### src/design/mpt_pkg.sv
package mpt_pkg;

    localparam logic [12:0] CURSOR_SIZE = 13'd5;
    localparam logic [11:0] MAX_POS     = 12'd4095;

    localparam int unsigned SYNC_BIT = 3;
    localparam logic [7:0]  OVF_MASK = 8'hC0;
    localparam int unsigned LEFT_BIT = 0;

    localparam logic [12:0] RST_SCREEN_WIDTH  = 13'd320;
    localparam logic [12:0] RST_SCREEN_HEIGHT = 13'd200;
    localparam logic [11:0] RST_BUTTON_LEFT   = 12'd32;
    localparam logic [11:0] RST_BUTTON_TOP    = 12'd48;
    localparam logic [11:0] RST_BUTTON_WIDTH  = 12'd80;
    localparam logic [11:0] RST_BUTTON_HEIGHT = 12'd16;
    localparam logic [11:0] RST_CURSOR_X      = 12'd160;
    localparam logic [11:0] RST_CURSOR_Y      = 12'd100;

    localparam int unsigned ADDR_W = 5;
    localparam int unsigned DATA_W = 32;
    localparam int unsigned OUT_W  = 32;

    typedef enum logic [2:0] {
        REG_SCREEN_WIDTH  = 3'd0,
        REG_SCREEN_HEIGHT = 3'd1,
        REG_GRAPHICS_MODE = 3'd2,
        REG_BUTTON_LEFT   = 3'd3,
        REG_BUTTON_TOP    = 3'd4,
        REG_BUTTON_WIDTH  = 3'd5,
        REG_BUTTON_HEIGHT = 3'd6
    } t_reg_idx;

    typedef struct packed {
        logic [12:0] screen_width;
        logic [12:0] screen_height;
        logic        graphics_mode;
        logic [11:0] button_left;
        logic [11:0] button_top;
        logic [11:0] button_width;
        logic [11:0] button_height;
    } t_cfg;

    typedef struct packed {
        logic [2:0] btn;
        logic [7:0] dx;
        logic [7:0] dy;
    } t_pkt;

    typedef struct packed {
        logic [11:0] x;
        logic [11:0] y;
        logic [2:0]  btn;
    } t_pos;

endpackage

### src/design/mpt_cfg.sv
module mpt_cfg (
    input  logic                         i_clk,
    input  logic                         i_rst_n,
    input  logic                         psel,
    input  logic                         penable,
    input  logic                         pwrite,
    input  logic [mpt_pkg::ADDR_W-1:0]   paddr,
    input  logic [mpt_pkg::DATA_W-1:0]   pwdata,
    output logic [mpt_pkg::DATA_W-1:0]   prdata,
    output logic                         pready,
    output mpt_pkg::t_cfg                o_cfg
);
    import mpt_pkg::*;

    t_cfg     r_cfg;
    t_reg_idx idx;
    logic     wr_en;

    assign idx    = t_reg_idx'(paddr[ADDR_W-1:2]);
    assign wr_en  = psel && penable && pwrite;
    assign pready = 1'b1;
    assign o_cfg  = r_cfg;

    always_ff @(posedge i_clk) begin
        if (!i_rst_n) begin
            r_cfg.screen_width  <= RST_SCREEN_WIDTH;
            r_cfg.screen_height <= RST_SCREEN_HEIGHT;
            r_cfg.graphics_mode <= 1'b0;
            r_cfg.button_left   <= RST_BUTTON_LEFT;
            r_cfg.button_top    <= RST_BUTTON_TOP;
            r_cfg.button_width  <= RST_BUTTON_WIDTH;
            r_cfg.button_height <= RST_BUTTON_HEIGHT;
        end else if (wr_en) begin
            case (idx)
                REG_SCREEN_WIDTH:  r_cfg.screen_width  <= pwdata[12:0];
                REG_SCREEN_HEIGHT: r_cfg.screen_height <= pwdata[12:0];
                REG_GRAPHICS_MODE: r_cfg.graphics_mode <= pwdata[0];
                REG_BUTTON_LEFT:   r_cfg.button_left   <= pwdata[11:0];
                REG_BUTTON_TOP:    r_cfg.button_top    <= pwdata[11:0];
                REG_BUTTON_WIDTH:  r_cfg.button_width  <= pwdata[11:0];
                REG_BUTTON_HEIGHT: r_cfg.button_height <= pwdata[11:0];
                default: ;
            endcase
        end
    end

    always_comb begin
        prdata = '0;
        case (idx)
            REG_SCREEN_WIDTH:  prdata = DATA_W'(r_cfg.screen_width);
            REG_SCREEN_HEIGHT: prdata = DATA_W'(r_cfg.screen_height);
            REG_GRAPHICS_MODE: prdata = DATA_W'(r_cfg.graphics_mode);
            REG_BUTTON_LEFT:   prdata = DATA_W'(r_cfg.button_left);
            REG_BUTTON_TOP:    prdata = DATA_W'(r_cfg.button_top);
            REG_BUTTON_WIDTH:  prdata = DATA_W'(r_cfg.button_width);
            REG_BUTTON_HEIGHT: prdata = DATA_W'(r_cfg.button_height);
            default:           prdata = '0;
        endcase
    end

endmodule

### src/design/mpt_framer.sv
module mpt_framer (
    input  logic          i_clk,
    input  logic          i_rst_n,
    input  logic          i_valid,
    input  logic [7:0]    i_byte,
    output logic          o_ready,
    output logic          o_pkt_valid,
    output mpt_pkg::t_pkt o_pkt,
    input  logic          i_pkt_ready
);
    import mpt_pkg::*;

    typedef enum logic [1:0] {
        PH_STATUS = 2'd0,
        PH_DX     = 2'd1,
        PH_DY     = 2'd2
    } t_phase;

    t_phase     r_phase, n_phase;
    logic [7:0] r_status, n_status;
    logic [7:0] r_dx, n_dx;
    logic       r_pkt_vld, n_pkt_vld;
    t_pkt       r_pkt, n_pkt;
    logic       accept;
    logic       load;

    assign o_ready     = !r_pkt_vld || i_pkt_ready;
    assign accept      = i_valid && o_ready;
    assign o_pkt_valid = r_pkt_vld;
    assign o_pkt       = r_pkt;

    always_comb begin
        n_phase  = r_phase;
        n_status = r_status;
        n_dx     = r_dx;
        load     = 1'b0;
        case (r_phase)
            PH_DX: begin
                n_dx    = i_byte;
                n_phase = PH_DY;
            end
            PH_DY: begin
                n_phase = PH_STATUS;
                load    = (r_status & OVF_MASK) == 8'h00;
            end
            default: begin
                if (i_byte[SYNC_BIT]) begin
                    n_status = i_byte;
                    n_phase  = PH_DX;
                end else begin
                    n_phase  = PH_STATUS;
                end
            end
        endcase
        n_pkt.btn = r_status[2:0];
        n_pkt.dx  = r_dx;
        n_pkt.dy  = i_byte;
        if (accept && load) begin
            n_pkt_vld = 1'b1;
        end else if (i_pkt_ready) begin
            n_pkt_vld = 1'b0;
        end else begin
            n_pkt_vld = r_pkt_vld;
        end
    end

    always_ff @(posedge i_clk) begin
        if (!i_rst_n) begin
            r_phase   <= PH_STATUS;
            r_status  <= '0;
            r_dx      <= '0;
            r_pkt_vld <= 1'b0;
        end else begin
            r_pkt_vld <= n_pkt_vld;
            if (accept) begin
                r_phase  <= n_phase;
                r_status <= n_status;
                r_dx     <= n_dx;
            end
        end
    end

    always_ff @(posedge i_clk) begin
        if (accept && load) begin
            r_pkt <= n_pkt;
        end
    end

endmodule

### src/design/mpt_position.sv
module mpt_position (
    input  logic          i_clk,
    input  logic          i_rst_n,
    input  mpt_pkg::t_cfg i_cfg,
    input  logic          i_pkt_valid,
    input  mpt_pkg::t_pkt i_pkt,
    output logic          o_pkt_ready,
    output logic          o_pos_valid,
    output mpt_pkg::t_pos o_pos,
    input  logic          i_pos_ready
);
    import mpt_pkg::*;

    logic [11:0] r_cur_x, r_cur_y;
    logic [2:0]  r_btn;
    logic        r_vld;
    logic [13:0] dx_s, dy_s;
    logic [13:0] nx, ny;
    logic [11:0] lim_x, lim_y;
    logic [11:0] n_x, n_y;
    logic        take;

    function automatic logic [11:0] clamp_limit(input logic [12:0] size);
        logic [12:0] diff;
        diff = size - CURSOR_SIZE;
        if (size < CURSOR_SIZE) begin
            return '0;
        end else if (diff > {1'b0, MAX_POS}) begin
            return MAX_POS;
        end else begin
            return diff[11:0];
        end
    endfunction

    function automatic logic [11:0] clamp_pos(input logic [13:0] pos,
                                              input logic [11:0] lim);
        if (pos[13]) begin
            return '0;
        end else if (pos[12:0] >= {1'b0, lim}) begin
            return lim;
        end else begin
            return pos[11:0];
        end
    endfunction

    assign o_pkt_ready = !r_vld || i_pos_ready;
    assign take        = i_pkt_valid && o_pkt_ready;

    assign dx_s  = {{4{i_pkt.dx[7]}}, i_pkt.dx, 2'b00};
    assign dy_s  = {{4{i_pkt.dy[7]}}, i_pkt.dy, 2'b00};
    assign nx    = {2'b00, r_cur_x} + dx_s;
    assign ny    = {2'b00, r_cur_y} - dy_s;
    assign lim_x = clamp_limit(i_cfg.screen_width);
    assign lim_y = clamp_limit(i_cfg.screen_height);
    assign n_x   = clamp_pos(nx, lim_x);
    assign n_y   = clamp_pos(ny, lim_y);

    assign o_pos_valid = r_vld;
    assign o_pos.x     = r_cur_x;
    assign o_pos.y     = r_cur_y;
    assign o_pos.btn   = r_btn;

    always_ff @(posedge i_clk) begin
        if (!i_rst_n) begin
            r_cur_x <= RST_CURSOR_X;
            r_cur_y <= RST_CURSOR_Y;
            r_vld   <= 1'b0;
        end else begin
            if (take) begin
                r_cur_x <= n_x;
                r_cur_y <= n_y;
                r_vld   <= 1'b1;
            end else if (i_pos_ready) begin
                r_vld   <= 1'b0;
            end
        end
    end

    always_ff @(posedge i_clk) begin
        if (take) begin
            r_btn <= i_pkt.btn;
        end
    end

endmodule

### src/design/mpt_output.sv
module mpt_output (
    input  logic                       i_clk,
    input  logic                       i_rst_n,
    input  mpt_pkg::t_cfg              i_cfg,
    input  logic                       i_pos_valid,
    input  mpt_pkg::t_pos              i_pos,
    output logic                       o_pos_ready,
    output logic                       o_valid,
    output logic [mpt_pkg::OUT_W-1:0]  o_data,
    input  logic                       i_ready
);
    import mpt_pkg::*;

    logic             r_vld;
    logic [OUT_W-1:0] r_data;
    logic [OUT_W-1:0] n_data;
    logic [12:0]      right, bottom;
    logic             in_x, in_y, hit;
    logic             take;

    assign o_pos_ready = !r_vld || i_ready;
    assign take        = i_pos_valid && o_pos_ready;

    assign right  = {1'b0, i_cfg.button_left} + {1'b0, i_cfg.button_width};
    assign bottom = {1'b0, i_cfg.button_top} + {1'b0, i_cfg.button_height};
    assign in_x   = (i_pos.x >= i_cfg.button_left) && ({1'b0, i_pos.x} < right);
    assign in_y   = (i_pos.y >= i_cfg.button_top) && ({1'b0, i_pos.y} < bottom);
    assign hit    = i_pos.btn[LEFT_BIT] && i_cfg.graphics_mode && in_x && in_y;

    assign n_data = OUT_W'({i_cfg.graphics_mode, hit, i_pos.btn, i_pos.y, i_pos.x});

    assign o_valid = r_vld;
    assign o_data  = r_data;

    always_ff @(posedge i_clk) begin
        if (!i_rst_n) begin
            r_vld <= 1'b0;
        end else if (take) begin
            r_vld <= 1'b1;
        end else if (i_ready) begin
            r_vld <= 1'b0;
        end
    end

    always_ff @(posedge i_clk) begin
        if (take) begin
            r_data <= n_data;
        end
    end

endmodule

### src/design/mouse_packet_position_tracker.sv
// Channel   Dir  Width  Contents
// s stream  in   8      tdata: rx_byte
// m stream  out  32     tdata: pos_x, pos_y, buttons, hit_pressed, display_notify
// APB       in   5/32   seven control registers at byte addresses 0 to 24
//
// One byte per cycle is taken while the pipeline is not stalled; a result
// passes from the packet's last byte through framer, position and output registers.
// A stalled result holds the pipeline only as far as the registers fill.
// Synchronous active-low reset: framing restarts, cursor goes to 160,100.
module mouse_packet_position_tracker (
    input  logic                        i_clk,
    input  logic                        i_rst_n,
    input  logic                        i_s_tvalid,
    output logic                        o_s_tready,
    input  logic [7:0]                  i_s_tdata,   // [7:0] rx_byte
    output logic                        o_m_tvalid,
    input  logic                        i_m_tready,
    // [11:0] pos_x, [23:12] pos_y, [26:24] buttons, [27] hit_pressed,
    // [28] display_notify, [31:29] zero
    output logic [mpt_pkg::OUT_W-1:0]   o_m_tdata,
    input  logic                        psel,
    input  logic                        penable,
    input  logic                        pwrite,
    input  logic [mpt_pkg::ADDR_W-1:0]  paddr,
    input  logic [mpt_pkg::DATA_W-1:0]  pwdata,
    output logic [mpt_pkg::DATA_W-1:0]  prdata,
    output logic                        pready
);
    import mpt_pkg::*;

    t_cfg cfg;
    t_pkt pkt;
    t_pos pos;
    logic pkt_vld, pkt_rdy;
    logic pos_vld, pos_rdy;

    mpt_cfg u_cfg (
        .i_clk   (i_clk),
        .i_rst_n (i_rst_n),
        .psel    (psel),
        .penable (penable),
        .pwrite  (pwrite),
        .paddr   (paddr),
        .pwdata  (pwdata),
        .prdata  (prdata),
        .pready  (pready),
        .o_cfg   (cfg)
    );

    mpt_framer u_framer (
        .i_clk       (i_clk),
        .i_rst_n     (i_rst_n),
        .i_valid     (i_s_tvalid),
        .i_byte      (i_s_tdata),
        .o_ready     (o_s_tready),
        .o_pkt_valid (pkt_vld),
        .o_pkt       (pkt),
        .i_pkt_ready (pkt_rdy)
    );

    mpt_position u_position (
        .i_clk       (i_clk),
        .i_rst_n     (i_rst_n),
        .i_cfg       (cfg),
        .i_pkt_valid (pkt_vld),
        .i_pkt       (pkt),
        .o_pkt_ready (pkt_rdy),
        .o_pos_valid (pos_vld),
        .o_pos       (pos),
        .i_pos_ready (pos_rdy)
    );

    mpt_output u_output (
        .i_clk       (i_clk),
        .i_rst_n     (i_rst_n),
        .i_cfg       (cfg),
        .i_pos_valid (pos_vld),
        .i_pos       (pos),
        .o_pos_ready (pos_rdy),
        .o_valid     (o_m_tvalid),
        .o_data      (o_m_tdata),
        .i_ready     (i_m_tready)
    );

endmodule

### config.mk
export PLATFORM = sky130hd
export DESIGN_NAME = mouse_packet_position_tracker
export DESIGN_NICKNAME = d
export VERILOG_FILES = /design/src/design/mpt_pkg.sv /design/src/design/mpt_cfg.sv /design/src/design/mpt_framer.sv /design/src/design/mpt_position.sv /design/src/design/mpt_output.sv /design/src/design/mouse_packet_position_tracker.sv
export SDC_FILE = /design/constraint.sdc
export NUM_CORES = 1
export LEC_CHECK = 0
export BUFFER_PORTS_ARGS = -buffer_cell sky130_fd_sc_hd__buf_2
export CORE_ASPECT_RATIO = 0.7
export CORE_MARGIN = 1.5
export CORE_UTILIZATION = 50
export CTS_CLUSTER_DIAMETER = 30
export DETAILED_ROUTE_END_ITERATION = 7
export PLACE_DENSITY = 0.7
export SLEW_MARGIN = 20
export SYNTH_ARGS = -nofsm -noshare
export SYNTH_HDL_FRONTEND = slang
export SYNTH_SLANG_ARGS = --single-unit
### constraint.sdc
create_clock -name i_clk -period 6.9 [get_ports i_clk]
set_input_delay 1.38 -clock i_clk [delete_from_list [all_inputs] [get_ports i_clk]]
set_output_delay 1.38 -clock i_clk [all_outputs]
set_load 0.01 [all_outputs]
==> results of run 1 <==
-- per-stage QoR --
stage	hold slack [ns]	util [%]	cell area, µm²	setup slack [ns]	total power, µW
detailed placement	0.408	52.7	11400	2.19	1200
global placement	0.401	52.7	11400	2.21	1200
global route	0.425	55.4	11900	1.83	2210
CTS	0.423	55.4	11900	2.17	2150
floorplan	0.400	-	11000	2.80	1160
finish	0.421	55.4	11900	2.12	2140
-- power by group through the flow --
stage / Sequential, µW / Clock (µW) / Combinational (µW)
2_1_floorplan: 1050 / 0 / 113
3_3_place_gp: 1050 / 0 / 147
3_5_place_dp: 1050 / 0 / 149
4_1_cts: 1030 / 963 / 151
5_1_grt: 1030 / 1010 / 167
6_report: 1030 / 957 / 153
-- synthesized netlist by cell type, types with 6 or more instances --
library cell | count | area (µm²)
a211oi_1 | 10 | 75.1
a21o_1 | 26 | 195
a21oi_1 | 110 | 551
a221oi_1 | 7 | 61.3
a22oi_1 | 11 | 82.6
a31oi_1 | 6 | 37.5
and2_1 | 7 | 43.8
buf_4 | 25 | 188
clkbuf_1 | 35 | 131
dfxtp_1 | 117 | 2340
edfxtp_1 | 51 | 1530
ha_1 | 120 | 1500
inv_1 | 60 | 225
mux2i_1 | 36 | 360
nand2_1 | 205 | 769
nand2b_1 | 14 | 87.6
nand3_1 | 29 | 145
nor2_1 | 80 | 300
nor2b_1 | 18 | 113
nor3_1 | 19 | 95.1
o21a_1 | 19 | 143
o21ai_0 | 54 | 270
o221ai_1 | 9 | 78.8
or2_2 | 6 | 37.5
xnor2_1 | 30 | 263
xor2_1 | 22 | 193
-- cells by family (layout without fill, tap and decap cells) --
| family | after synthesis | in the layout | share of synthesized area, % |
|---|---|---|---|
| buffers and inverters | 136 | 173 | 6.00 |
| adder cells (fa/ha/maj) | 124 | 124 | 14.4 |
| flip-flops | 168 | 168 | 35.4 |
| other | 2 | 23 | 0.0686 |
| AND/OR/NAND/NOR | 411 | 411 | 16.9 |
| XOR/XNOR | 52 | 52 | 4.16 |
| AO/OA/AOI/OAI | 313 | 313 | 18.5 |
| multiplexers | 43 | 43 | 4.46 |
-- area by class of cell --
cell class / instances / share of cell area [%]
clock inverters: 14 / 1.25
inverters: 62 / 1.95
clock buffers: 18 / 3.59
multi-input cells: 966 / 54.4
flip-flops and latches: 168 / 32.4
well taps: 282 / 2.95
repair buffers: 79 / 3.41
-- flip-flops by register name (all words and copies together), names as in the netlist --
register and count:
u_position.r_cur_x 12, u_output.o_valid 1, u_framer.r_status 5, u_position.o_pos_valid 1, u_output.o_data 29, u_position.r_cur_y 12, u_cfg.o_cfg 75, u_framer.o_pkt_valid 1
u_framer.o_pkt 19, u_framer.r_dx 8, u_framer.r_phase 2, u_position.r_btn 3
-- critical path, cell delays in order (launching register included) --
cell	delay, ns
dfxtp_1	0.52
inv_1	0.08
ha_1	0.24
nand2b_1	0.20
nand2_2	0.16
nor3_2	0.06
xnor2_1	0.13
o21a_1	0.20
o41a_4	0.53
a31o_4	0.26
ha_1	0.29
a21o_1	0.18
a2111oi_0	0.43
a21oi_1	0.16
nor3_2	0.64
nand3_1	0.35
o221ai_1	0.27
-- final timing paths --
check | to | slack, ns | cells after the start
max | u_position.r_cur_x[2] | 2.12 | 16
min | u_output.o_data[25] | 0.42 | 0
max reg2reg | u_position.r_cur_x[2] | 2.12 | 16
min reg2reg | u_output.o_data[25] | 0.42 | 0
-- per-layer routing --
metal | up-vias | global-route usage, %
li1 | 4505 | -
met1 | 4346 | 38.4
met2 | 361 | 37.8
met3 | 37 | 6.92
met4 | 0 | 7.70
met5 | - | 0
==> impl_results.md, run 1 <==
* Status: finished clean
* Clk sinks at 168
* Clk root buf: clkbuf_16
* Wire per inst at 19.0 µm
* Sw Ratio at 24.9%
* Port-buffer cells at 74
* First-pass GRT wire length at 46.3 mm
* Met3 wire len at 2.53 mm
* Final RePlAce weighted congestion at 0.951
* Max clock buf depth at 2
* Gr usage total at 26.3%
* Cell internal pwr at 1610 µW
* Die area at 0.0228 mm²
* Syn Area/Cell at 8.77 µm²
* Cts bufs inserted at 17
* Sequential Area at 0.00387 mm²
* Yosys reg bits at 168
* Post-CTS sizing at 0
* Final setup vio count at 0
* Worst slew margin at 31.8%
* Antenna cell count at 0
* Crit path launch type: flip-flop
* Part of the power in the clock network at 44.7%
* Count of cell types in the netlist at 83
* P&R area growth vs syn at 9.12%
* CP Data Arrival Time at 5.14 ns
* Sequential power share at 48.2%
* CP Max Fanout at 15
* Via-per-instance ratio at 5.82
* Final Skew at 0.00998 ns
* HPWL Detailed at 22.9 mm
* Hold_buf cts at 0
* Dpl cells at 1557
* Vias at 9249
* Area of the multi-input gates at 0.00650 mm²
* Final Slew Violations at 0
* Post-synth ARST share at 0%
* Worst Setup SP: u_cfg.o_cfg[62]
* Core area at 0.0216 mm²
* Min-Delay Path Class: reg2reg
* Final min period at 4.78 ns
* Largest net degree at the start of global routing at 78
* Crit path kind: reg2reg
* Maximum vdd drop at 0.175 mV
* Grt ovf at 0
* Met1 wire length at 14.7 mm
* Main synth FF type: dfxtp_1
* Synthesized cell area at 0.0109 mm²
* Max cap viols at 0
* Rows at 45
* Number of global-route vias before repair at 8340
* Endpoint class of the critical path: flip-flop
* Nets at 1470
* Die Wd at 180 µm
* TritonCTS clock tree: yes
* Fill cells at 2004
* Post-synth EDFFs at 51
* Worst Path Required at 7.26 ns
* Yosys warnings at 0
* Leakage Power at 0.00503 µW
* Initial antenna violation count at 0
* Post-synthesis sequential area ratio at 35.4%
* Fin crit share at 69.3%
* WL final at 30.1 mm
* Commonest non-fill, non-tap cell in the layout: nand2_1
* Most frequent cells in the layout: nand2_1 (205), ha_1 (120), dfxtp_1 (117), a21oi_1 (110), nor2_1 (79)
* Critical hold path startpoint: u_position.r_btn[1]
* Final ANT Viol Nets at 0
* Switching power at 533 µW
* Clock Latency Late Sink at 0.44 ns
* Initial DRC Count at 862
* H-tree depth at 4
* Die Y-Extent at 127 µm
* Final TNS setup at 0 ns
* R2R Path Start: u_cfg.o_cfg[62]
* Fin cells at 1589
* First-pass DRT Iterations at 5
* Worst-path clk slew at 0.07 ns
* Syn Inst Count at 1249
* Initial Util at 50.8%
* Final Hold Viols at 0
* Met2 routed WL at 12.4 mm
* Pwr Density at 179 mW/mm²
* DRC at 0
* Share of cells above drive strength 1 at 11.0%
* Ports at 119
* Comb pwr share at 7.1%
* Worst-margin pin slew at 1.02 ns
* Unrepaired setup endpoints after global routing: no
* Highest Clock Rate at 0.209 GHz
* DR top layer: met4
* Post-CTS Setup Bufs at 0
(Power assumes the default switching activity.)
==> run 2: changes to the inputs <==
--- a/config.mk
+++ b/config.mk
@@ -5,13 +5,14 @@
 export SDC_FILE = /design/constraint.sdc
 export NUM_CORES = 1
 export LEC_CHECK = 0
+export ABC_AREA = 1
 export BUFFER_PORTS_ARGS = -buffer_cell sky130_fd_sc_hd__buf_2
 export CORE_ASPECT_RATIO = 0.7
 export CORE_MARGIN = 1.5
 export CORE_UTILIZATION = 50
 export CTS_CLUSTER_DIAMETER = 30
 export DETAILED_ROUTE_END_ITERATION = 7
-export PLACE_DENSITY = 0.7
+export PLACE_DENSITY = 0.72
 export SLEW_MARGIN = 20
 export SYNTH_ARGS = -nofsm -noshare
 export SYNTH_HDL_FRONTEND = slang
==> constraint.sdc (replaced) <==
create_clock -name i_clk -period 4.2 [get_ports i_clk]
set_input_delay 0.84 -clock i_clk [delete_from_list [all_inputs] [get_ports i_clk]]
set_output_delay 0.84 -clock i_clk [all_outputs]
set_load 0.01 [all_outputs]
==> impl_results.md, run 2 <==
* Status: finished, violations left
* Failing checks: design-rule violations
* Count of cell types in the netlist at 54
* Most frequent cells in the layout: nand2_1 (263), a21oi_1 (166), inv_1 (157), ha_1 (120), dfxtp_1 (117)
* Die area at 0.0230 mm²
* Yosys warnings at 0
* Grt ovf at 0
* CP Data Arrival Time at 4.22 ns
* Syn Inst Count at 1430
* Post-synthesis sequential area ratio at 35.2%
* H-tree depth at 4
* Post-CTS Setup Bufs at 0
* Unrepaired setup endpoints after global routing: no
* Worst slew margin at 51.6%
* Max reg flops at 75
* Crit path launch type: flip-flop
* Number of global-route vias before repair at 8814
* Clk root buf: clkbuf_16
* Final Skew at 0.00807 ns
* Nets at 1675
* Commonest non-fill, non-tap cell in the layout: nand2_1
* Antenna cell count at 0
* Initial Util at 51.0%
* Wire per inst at 17.4 µm
* Xor/xnor share of the synthesized area at 3.75%
* Post-CTS sizing at 0
* First-pass GRT wire length at 48.9 mm
* DRC at 9
* Hold_buf cts at 0
* Post-synth EDFFs at 51
* Port-buffer cells at 74
* Area contributors post-synth: dfxtp_1 (21%), edfxtp_1 (14%), ha_1 (14%), nand2_1 (9.0%), a21oi_1 (7.6%)
* Post-synth top area cell: dfxtp_1
* Initial antenna violation count at 0
* Die Y-Extent at 127 µm
* TritonCTS clock tree: yes
* Synthesized cell area at 0.0110 mm²
* Adder-Cell Fraction of Synth Area at 14.4%
* Clock Latency Late Sink at 0.44 ns
* Cts bufs inserted at 17
* Final Slew Violations at 0
* CP top delay family: simple AND/OR/NAND/NOR gates
* Leakage Power at 0.00553 µW
* Initial DRC Count at 1205
* Worst-margin pin slew at 0.718 ns
* First-pass DRT Iterations at 8
* Post-Synth Simple-Gate Area at 21.3%
* Gr usage total at 27.7%
* Share of cells above drive strength 1 at 10.8%
* Crit path kind: reg2reg
* Endpoint class of the critical path: flip-flop
* HPWL Detailed at 24.5 mm
* Final ANT Viol Nets at 0
* Final setup vio count at 0
* Die Wd at 180 µm
* Clk sinks at 168
* Largest net degree at the start of global routing at 78
* Final Power at 3550 µW
* Fin crit share at 91.8%
* Pwr Density at 291 mW/mm²
* Min-Delay Path Class: reg2reg
* CP peak stage delay at 0.33 ns
* Max cap viols at 0
* P&R area growth vs syn at 10.9%
* Compound-gate portion of the synthesized area at 16.7%
* Final min period at 3.86 ns
* Mux cell area share after synthesis at 0%
* Most frequent CP cell: nand2_1
* Syn Area/Cell at 7.70 µm²
* Top-area cell type share of the netlist area at 21.3%
* Worst-path clk slew at 0.07 ns
* Final RePlAce weighted congestion at 0.995
* Maximum vdd drop at 0.278 mV
* Yosys reg bits at 168
* Most common cell in the netlist: nand2_1
* Final Hold Viols at 0
* Via-per-instance ratio at 5.61
* CP Max Fanout at 15
* Worst Path Buf+Inv at 2
* Main combinational cell family by area after synthesis: simple AND/OR/NAND/NOR gates
* Worst Path Required at 4.57 ns
* Final TNS setup at 0 ns
* Core area at 0.0216 mm²
* WL final at 31.2 mm
* Main synth FF type: dfxtp_1
* Worst path slowest cell: dfxtp_1
* Max clock buf depth at 2
* Vias at 10100
* Post-synth ARST share at 0%
* Ports at 119
* Rows at 45
* Highest Clock Rate at 0.259 GHz
* Leading cell types by count after synthesis: nand2_1 (264), a21oi_1 (167), inv_1 (157)
[run 2: worst paths after layout]
| kind | startpoint | endpoint | slack [ns] | cells after the start |
|---|---|---|---|---|
| worst max-delay path | u_cfg.o_cfg[49] | u_position.r_cur_y[1] | 0.34 | 26 |
| worst min-delay path | u_position.r_btn[2] | u_output.o_data[26] | 0.42 | 0 |
| worst min register to register | u_position.r_btn[2] | u_output.o_data[26] | 0.42 | 0 |
| worst max register to register | u_cfg.o_cfg[49] | u_position.r_cur_y[1] | 0.34 | 26 |
[run 2: per-layer routing]
metal  GRT usage (%)  wire (µm)  vias to the layer above
li1                -          -                     4945
met1            43.4      15100                     4622
met2            37.3      12000                      459
met3            6.56       3630                       35
met4            7.22        451                        0
met5               0          0                        -
[run 2: area by class of cell]
class                           instances  area, µm²
Inverter                              166        623
Multi-Input combinational cell       1058       6290
Sequential cell                       168       3870
Tap cell                              282        353
Clock inverter                         14        150
Timing Repair Buffer                   88        495
Fill cell                            2057       9400
Clock buffer                           18        439
[run 2: metrics by stage]
stage | instance area, µm² | utilization [%] | setup slack (ns) | instances | hold WS [ns]
final | 12200 | 56.5 | 0.343 | 1794 | 0.423
after global routing | 12200 | 56.5 | 0.00826 | 1794 | 0.430
after CTS | 12200 | 56.4 | 0.356 | 1793 | 0.421
after detailed placement | 11600 | 53.6 | 0.376 | 1761 | 0.406
after global placement | 11600 | 53.6 | 0.478 | 1761 | 0.401
after floorplan | 11100 | - | 1.05 | 1451 | 0.400
[run 2: worst reg2reg max path: cells and delay by family, from the launching register on]
| kind | cells | cell delay, ns |
|---|---|---|
| AO/OA/AOI/OAI | 1 | 0.13 |
| adder cells (fa/ha/maj) | 2 | 0.58 |
| flip-flops | 1 | 0.33 |
| buffers and inverters | 2 | 0.26 |
| AND/OR/NAND/NOR | 20 | 2.27 |
| XOR/XNOR | 1 | 0.23 |
[run 2: kinds of logic after synthesis]
kind of cell,after synthesis
other,2
AO/OA/AOI/OAI,334
buffers and inverters,225
adder cells (fa/ha/maj),124
flip-flops,168
XOR/XNOR,45
AND/OR/NAND/NOR,532
[run 2: where the power goes]
| part | switching, µW | internal [µW] | total (µW) | leakage [µW] |
|---|---|---|---|---|
| Clock | 753 | 812 | 1570 | 0.000293 |
| Sequential | 16.3 | 1680 | 1700 | 0.00141 |
| Combinational | 197 | 91.1 | 288 | 0.00383 |
==> run 3: changes to the inputs <==
--- a/config.mk
+++ b/config.mk
@@ -9,10 +9,10 @@
 export BUFFER_PORTS_ARGS = -buffer_cell sky130_fd_sc_hd__buf_2
 export CORE_ASPECT_RATIO = 0.7
 export CORE_MARGIN = 1.5
-export CORE_UTILIZATION = 50
+export CORE_UTILIZATION = 54
 export CTS_CLUSTER_DIAMETER = 30
 export DETAILED_ROUTE_END_ITERATION = 7
-export PLACE_DENSITY = 0.72
+export PLACE_DENSITY = 0.77
 export SLEW_MARGIN = 20
 export SYNTH_ARGS = -nofsm -noshare
 export SYNTH_HDL_FRONTEND = slang
==> impl_results.md, run 3 (synthesis gave the netlist of run 2 again) <==
* Max reg flops at 75
* Sw Ratio at 26.3%
* Cell internal pwr at 2530 µW
* Grt ovf at 0
* Leakage Power at 0.00548 µW
* Largest net degree at the start of global routing at 78
* Gr usage total at 29.5%
* TritonCTS clock tree: yes
* Crit path launch type: flip-flop
* Hold_buf cts at 0
* Most frequent cells in the layout: nand2_1 (264), a21oi_1 (166), inv_1 (157), ha_1 (120), dfxtp_1 (117)
* Crit path kind: reg2reg
* Clk root buf: clkbuf_16
* Endpoint class of the critical path: flip-flop
* DRC at 0
* CP Data Arrival Time at 4.17 ns
* CP Max Fanout at 15
* Unrepaired setup endpoints after global routing: no
* Final min period at 3.82 ns
* Min-Delay Path Class: reg2reg
* Max cap viols at 0
* Wire per inst at 17.4 µm
* Final hold slack at 0.423 ns
* Clk sinks at 168
* Final ANT Viol Nets at 0
* Rows at 43
* Worst-margin pin slew at 1.08 ns
* Worst r2r path cells at 26
* Sequential power share at 49.4%
* Design Area, Final at 0.0121 mm²
* Nets at 1674
* Final setup vio count at 0
* Clock Latency Late Sink at 0.44 ns
* Post-CTS sizing at 0
* Initial Util at 55.3%
* HPWL Detailed at 24.1 mm
* Core area at 0.0199 mm²
* Share of cells above drive strength 1 at 10.6%
* Ports at 119
* Switching power at 905 µW
* Worst-path clk slew at 0.06 ns
* Final Hold Viols at 0
* Comb pwr share at 8.4%
* Final Skew at 0.0107 ns
* Max clock buf depth at 2
* First-pass DRT Iterations at 5
* Die Y-Extent at 123 µm
* Final RePlAce weighted congestion at 1.04
* Highest Clock Rate at 0.262 GHz
* Worst Path Required at 4.55 ns
* Number of global-route vias before repair at 8899
* Port-buffer cells at 74
* Final TNS setup at 0 ns
* First-pass GRT wire length at 48.4 mm
* Fin crit share at 91.0%
* Commonest non-fill, non-tap cell in the layout: nand2_1
* Via-per-instance ratio at 5.68
* Status: finished clean
* Maximum vdd drop at 0.302 mV
* P&R area growth vs syn at 10.1%
* WL final at 30.9 mm
* Dpl cell area at 0.0116 mm²
* Part of the power in the clock network at 42.2%
* H-tree depth at 4
* WHS Path Cells at 0
* Cts bufs inserted at 17
* Die area at 0.0213 mm²
* Initial antenna violation count at 0
* Initial DRC Count at 1071
* Vias at 10100
* Die Wd at 174 µm
* Post-CTS Setup Bufs at 0
* Antenna cell count at 0
* Worst slew margin at 28.2%
* Final Slew Violations at 0
* Pwr Density at 284 mW/mm²
## run 3: cell count changes in the layout (fill, tap and decap cells not counted), moves of 2 or more
cell	change
clkbuf_1	+2
clkinv_2	+2
clkinv_8	-2
clkinvlp_4	+4
inv_8	-5
## run 3: final cells by class
type / instances / area (µm²)
clock buffers: 19 / 433
clock inverters: 13 / 98.8
fillers: 1784 / 7780
inverters: 166 / 623
multi-input cells: 1058 / 6300
flip-flops and latches: 168 / 3870
well taps: 270 / 338
repair buffers: 87 / 468
## run 3: final timing paths
kind                                          from                     to  slack, ns
worst min register to register  u_framer.o_pkt[18]    u_position.r_btn[2]       0.42
worst max register to register     u_cfg.o_cfg[49]  u_position.r_cur_y[0]       0.38
worst min-delay path            u_framer.o_pkt[18]    u_position.r_btn[2]       0.42
worst max-delay path               u_cfg.o_cfg[49]  u_position.r_cur_y[0]       0.38
## run 3: power groups by stage
stage / Sequential, µW / Combinational [µW] / Clock, µW
6_report: 1700 / 289 / 1450
5_1_grt: 1700 / 320 / 1530
4_1_cts: 1700 / 281 / 1450
3_5_place_dp: 1740 / 277 / 0
3_3_place_gp: 1730 / 271 / 0
2_1_floorplan: 1730 / 202 / 0
## run 3: routing by layer
layer / vias up / GRT usage [%] / wire [µm]
met5: - / 0 / 0
met4: 0 / 6.47 / 276
met3: 23 / 8.30 / 3540
met2: 457 / 40.6 / 12000
met1: 4687 / 45.2 / 15100
li1: 4947 / - / -
## run 3: through the flow
step | util (%) | setup slack, ns | power (µW) | std cells
5_1_grt | 60.9 | 0.000237 | 3550 | 1781
4_1_cts | 60.9 | 0.357 | 3430 | 1781
2_1_floorplan | - | 1.05 | 1930 | 1451
6_report | 60.9 | 0.379 | 3440 | 1781
3_5_place_dp | 58.2 | 0.386 | 2010 | 1749
3_3_place_gp | 58.2 | 0.501 | 2010 | 1749
## run 3: critical path: stages (launching register included)
cell and delay (ns):
dfxtp_1 0.33, inv_1 0.18, ha_1 0.23, inv_1 0.06, nand2_2 0.11, nand2_2 0.09
nor2_4 0.13, xor2_1 0.21, nand3_1 0.09, nor2_1 0.13, nand2_2 0.11, nand3_1 0.09
nand2_1 0.11, ha_1 0.34, nand2_1 0.07, nor3b_1 0.25, nand2_1 0.09, nand3_1 0.07
nor2_1 0.04, nand2_1 0.05, nand2_1 0.05, nand2_1 0.06, nand2_1 0.21, nand2_4 0.24
and2_1 0.20, nand2_1 0.07, a21oi_1 0.13
